File: src/design/pn2ds_pkg.sv
// Shared constants, gradient tables and types for the 2D Perlin noise core.
package pn2ds_pkg;

  localparam int unsigned FRAC_BITS_DEF = 16;

  localparam int unsigned COORD_W = 32;
  localparam int unsigned FREQ_W  = 24;
  localparam int unsigned RANGE_W = 16;
  localparam int unsigned NOISE_W = 16;
  localparam int unsigned CFG_DW  = 24;
  localparam int unsigned CFG_IW  = 2;

  localparam int unsigned GRAD_COUNT = 8;
  localparam int unsigned HASH_W     = $clog2(GRAD_COUNT);

  typedef enum logic [CFG_IW-1:0] {
    CFG_FREQUENCY = 2'd0,
    CFG_RANGE_MIN = 2'd1,
    CFG_RANGE_MAX = 2'd2
  } cfg_idx_e;

  localparam logic signed [RANGE_W-1:0] RANGE_MIN_RST = 16'sd0;
  localparam logic signed [RANGE_W-1:0] RANGE_MAX_RST = 16'sd128;

  localparam logic signed [NOISE_W-1:0] NOISE_MAX = 16'sh7FFF;
  localparam logic signed [NOISE_W-1:0] NOISE_MIN = 16'sh8000;

  // gradient set: four diagonals, then four axes
  localparam logic signed [1:0] GRAD_GX [GRAD_COUNT] = '{
    2'sb01, 2'sb11, 2'sb01, 2'sb11, 2'sb01, 2'sb11, 2'sb00, 2'sb00
  };
  localparam logic signed [1:0] GRAD_GY [GRAD_COUNT] = '{
    2'sb01, 2'sb01, 2'sb11, 2'sb11, 2'sb00, 2'sb00, 2'sb01, 2'sb11
  };

  // per-stage load enables for the fade pipeline
  typedef struct packed {
    logic s2;
    logic s3;
    logic s4;
  } fade_en_t;

endpackage

File: src/design/pn2ds_fade.sv
// Three-stage pipelined quintic fade 6t^5 - 15t^4 + 10t^3 in fixed point.
module pn2ds_fade #(
  parameter int unsigned FRAC_BITS = pn2ds_pkg::FRAC_BITS_DEF
) (
  input  logic                      clk_i,
  input  pn2ds_pkg::fade_en_t       en_i,
  input  logic [FRAC_BITS-1:0]      t_i,
  output logic signed [FRAC_BITS+1:0] fade_o
);
  import pn2ds_pkg::*;

  localparam int unsigned AW = FRAC_BITS + 5;
  localparam int unsigned MW = 2 * FRAC_BITS + 6;
  localparam logic signed [AW-1:0] FIFTEEN_A = AW'(15) <<< FRAC_BITS;
  localparam logic signed [AW-1:0] TEN_A     = AW'(10) <<< FRAC_BITS;

  // stage 2
  logic signed [AW-1:0]        a_d, a_q;
  logic [FRAC_BITS-1:0]        c_d, c_q, t2_q;
  logic signed [AW-1:0]        t_a;
  logic [2*FRAC_BITS-1:0]      tt;
  // stage 3
  logic signed [AW-1:0]        b_d, b_q;
  logic [FRAC_BITS-1:0]        d_d, d_q;
  logic signed [MW-1:0]        ta;
  logic [2*FRAC_BITS-1:0]      ct;
  // stage 4
  logic signed [FRAC_BITS+1:0] fade_d, fade_q;
  logic signed [MW-1:0]        db;

  always_comb begin
    t_a = $signed(AW'(t_i));
    a_d = (t_a <<< 2) + (t_a <<< 1) - FIFTEEN_A;
    tt  = t_i * t_i;
    c_d = tt[FRAC_BITS +: FRAC_BITS];
  end

  always_comb begin
    ta  = $signed({1'b0, t2_q}) * a_q;
    b_d = $signed(ta[FRAC_BITS +: AW]) + TEN_A;
    ct  = c_q * t2_q;
    d_d = ct[FRAC_BITS +: FRAC_BITS];
  end

  always_comb begin
    db     = $signed({1'b0, d_q}) * b_q;
    fade_d = $signed(db[FRAC_BITS +: FRAC_BITS+2]);
  end

  always_ff @(posedge clk_i) begin
    if (en_i.s2) begin
      a_q  <= a_d;
      c_q  <= c_d;
      t2_q <= t_i;
    end
    if (en_i.s3) begin
      b_q <= b_d;
      d_q <= d_d;
    end
    if (en_i.s4) begin
      fade_q <= fade_d;
    end
  end

  assign fade_o = fade_q;

endmodule

File: config.mk
export PLATFORM = sky130hd
export DESIGN_NAME = pn2ds_fade
export DESIGN_NICKNAME = d
export VERILOG_FILES = /design/src/design/pn2ds_pkg.sv /design/src/design/pn2ds_fade.sv
export SDC_FILE = /design/constraint.sdc
export NUM_CORES = 2
export LEC_CHECK = 0
export ABC_AREA = 1
export ABC_CLOCK_PERIOD_IN_PS = 6800
export BUFFER_PORTS_ARGS = -buffer_cell sky130_fd_sc_hd__buf_2
export CAP_MARGIN = 25
export CORE_ASPECT_RATIO = 0.5
export CORE_MARGIN = 8
export CORE_UTILIZATION = 52
export DETAILED_ROUTE_END_ITERATION = 10
export GPL_ROUTABILITY_DRIVEN = 0
export PLACE_DENSITY = 0.69
export SYNTH_ARGS = -nofsm -noshare
export SYNTH_HDL_FRONTEND = slang
export SYNTH_SLANG_ARGS = --single-unit
File: constraint.sdc
create_clock -name clk_i -period 6.8 [get_ports clk_i]
set_input_delay 0.34 -clock clk_i [delete_from_list [all_inputs] [get_ports clk_i]]
set_output_delay 0.34 -clock clk_i [all_outputs]
set_load 0.05 [all_outputs]
==> results_dict.tcl <==
set metrics [dict create \
    status "finished clean" \
    drtAntennaViolNets 0 \
    clock_path_buffers 2 \
    synth.most_common_cell "inv_1" \
    rrSetupSlack_ns 0.45 \
    drtIter0Drc 2568 \
    rr_endpoint "d_q[4]" \
    min_path_type "in -> reg" \
    design_area_um2 45640 \
    clock_sinks 104 \
    cpMaxStageDelayCell "edfxtp_1" \
    die_x_um 428.5 \
    hold_violations 0 \
    core_area_um2 84080 \
    skew_ns 0.01642 \
    crit_path_frequent_cell "fa_1" \
    worstPathRequired_ns 6.98 \
    ctsResizeCount 0 \
    muxShareOfSynthArea_pct 0 \
    synth_area_um2 44230 \
    ys_types 43 \
    synthTopCellsByArea "fa_1, inv_1, ha_1" \
    die_area_um2 95210 \
    synth_xor_area_share_pct 1.941 \
    path_buf_inv 7 \
    cts_setup_buffers 0 \
    cap_violations 0 \
    die_h_um 222.2 \
    diodes 0 \
    grt_pass1_wl_um 182600 \
    min_from "en_i[2]" \
    drv_slew 0 \
    rsz0062_at_grt "false" \
    antenna_found_initial 0 \
    critical_path_peak_fanout 16 \
    synth.top_cells.by_count "inv_1, nand2_1, fa_1" \
    gr-total-overflow 0 \
    synth_edf_count 104 \
    netlist.area_leader.share_pct 43.45 \
    track_usage_pct 23.25 \
    drive_gt1_share_pct 2.076 \
    dr.pass1.iters 9 \
    critical_path.reg2reg.startpoint "t2_q[6]" \
    yosys_register_bits 104 \
    synth_top_family_by_area "adder cells" \
    portBuffers 37 \
    critPathKind "reg -> reg" \
    wl_um 108600 \
    crit_chain "buf_4 -> buf_4 -> nand2_1 -> fa_1 -> inv_1 -> fa_1 -> inv_1 -> fa_1 -> inv_1 -> fa_1 -> inv_1 -> fa_1 -> inv_1 -> fa_1 -> ha_1 -> a21oi_1 -> o21ai_0 -> o21bai_1 -> a21oi_1 -> nor2_1 -> nor2_1 -> xnor2_1" \
    wire_per_inst_um 16.55 \
    min_period_ns 6.350 \
    rr_worst_depth 22 \
    synth_area_per_cell_um2 7.952 \
    cp.arrival_ns 6.54 \
    grt_max_degree 50 \
    syn_to_final_growth_pct 3.194 \
    num_vias 33760 \
    start_util_pct 52.60 \
    cts_made_buffers 9 \
    htreeDepth 3 \
    synth_fa_ha_area_share_pct 55.47 \
    drc 0 \
    async_flop_share_pct 0 \
    final_nets 6845 \
    synthSimpleGateAreaFrac_pct 14.90 \
    clk_latency_ns 0.39 \
    ys_seq_area_share_pct 7.061 \
    synth-compound-area-share_pct 3.813 \
    crit_family "adder cells" \
    hold_path_depth 1 \
    synth_nets 6967 \
    ys.flop_type "edfxtp_1" \
    post-dp-hpwl_um 90390 \
    grt_pass1_vias 36270 \
    startpoint_type "flip-flop" \
    slowest_delay_ns 0.75 \
    rows 75 \
    fin_util_pct 54.28 \
    viasPerCell 5.146 \
    cp-end-kind "flip-flop" \
    holdBufCountCts 0 \
    io_pins 38 \
    relSlewSlack_pct 34.32 \
    worstHoldEndpoint "t2_q[5]" \
    clk_pin_slew_worst_paths_ns 0.08 \
    netlist_instances 5562 \
    placed_area_um2 45350 \
    tns_ns 0 \
    yosysWarnings 0 \
    worstMarginPinSlew_ns 0.9852 \
    yosys.area.top_type "fa_1" \
    cts_root_buf "clkbuf_16" \
    cts_tree "yes" \
    post-route-period-util_pct 93.39 \
    finalSetupViolations 0 \
    fmax_mhz 157.5 \
]
[layout by cell type (no fill, tap or decap), drive strengths merged, types with 2 or more instances in the layout]
cell type	instances
o31ai	2
a21boi	2
edfxtp	104
o221ai	2
inv	1768
nor4	5
o211ai	6
and3	3
clkbuf	10
ha	425
or2	7
nor3	37
a21o	14
o21bai	12
clkinvlp	3
nand2	1392
a31oi	9
o211a	2
fa	960
nor2	165
buf	81
xnor2	36
nand3b	4
o21a	7
nand4	12
o21ai	82
o2111ai	2
nand3	65
a21oi	161
xor2	62
[state kept, by name, summed over array words and instances, names as in the netlist]
signal / cells
a_q: 18
c_q: 16
b_q: 21
d_q: 16
fade_o: 18
t2_q: 15
[routing by layer]
layer	wire (um)	vias to the layer above	global-route usage [%]
li1	-	15500	-
met1	48660	16710	32.99
met2	48660	1367	37.98
met3	9178	182	3.731
met4	2077	0	4.710
met5	0	-	0
[cell type report]
type	count	area, um^2
Multi-Input combinational cell	3478	33670
Fill cell	7756	38440
Timing Repair Buffer	81	553.0
Inverter	1766	6629
Tap cell	1116	1396
Sequential cell	104	3123
Clock inverter	5	42.54
Clock buffer	10	229.0
[metrics by stage]
| step | setup WS (ns) | instances | hold slack, ns |
|---|---|---|---|
| 2_1_floorplan | 0.9686 | 5562 | 0.4389 |
| 3_5_place_dp | 0.5128 | 6544 | 0.8065 |
| 4_1_cts | 0.5077 | 6559 | 0.3844 |
| 3_3_place_gp | 0.5405 | 6544 | 0.7992 |
| 5_1_grt | 0.1128 | 6560 | 0.2935 |
| 6_report | 0.4496 | 6560 | 0.3018 |
[logic make-up (layout without fill, tap and decap cells)]
logic type | Yosys count | after routing
AO/OA/AOI/OAI | 304 | 304
buffers and inverters | 1980 | 1862
flip-flops | 104 | 104
adder cells (fa/ha/maj) | 1385 | 1385
XOR/XNOR | 98 | 98
AND/OR/NAND/NOR | 1691 | 1691
[how the worst max path moves through the flow]
stage / start / endpoint / slack (ns) / depth (start not counted)
floorplan: t2_q[8] / b_q[19] / 0.97 / 25
global placement: t2_q[2] / b_q[20] / 0.54 / 22
detailed placement: t2_q[6] / d_q[4] / 0.51 / 22
CTS: t2_q[3] / b_q[19] / 0.51 / 22
global route: t2_q[6] / d_q[4] / 0.11 / 23
finish: t2_q[6] / d_q[4] / 0.45 / 22
Power is not shown: default switching activity piles up to over one toggle a cycle in this logic, so the estimate is an artifact.
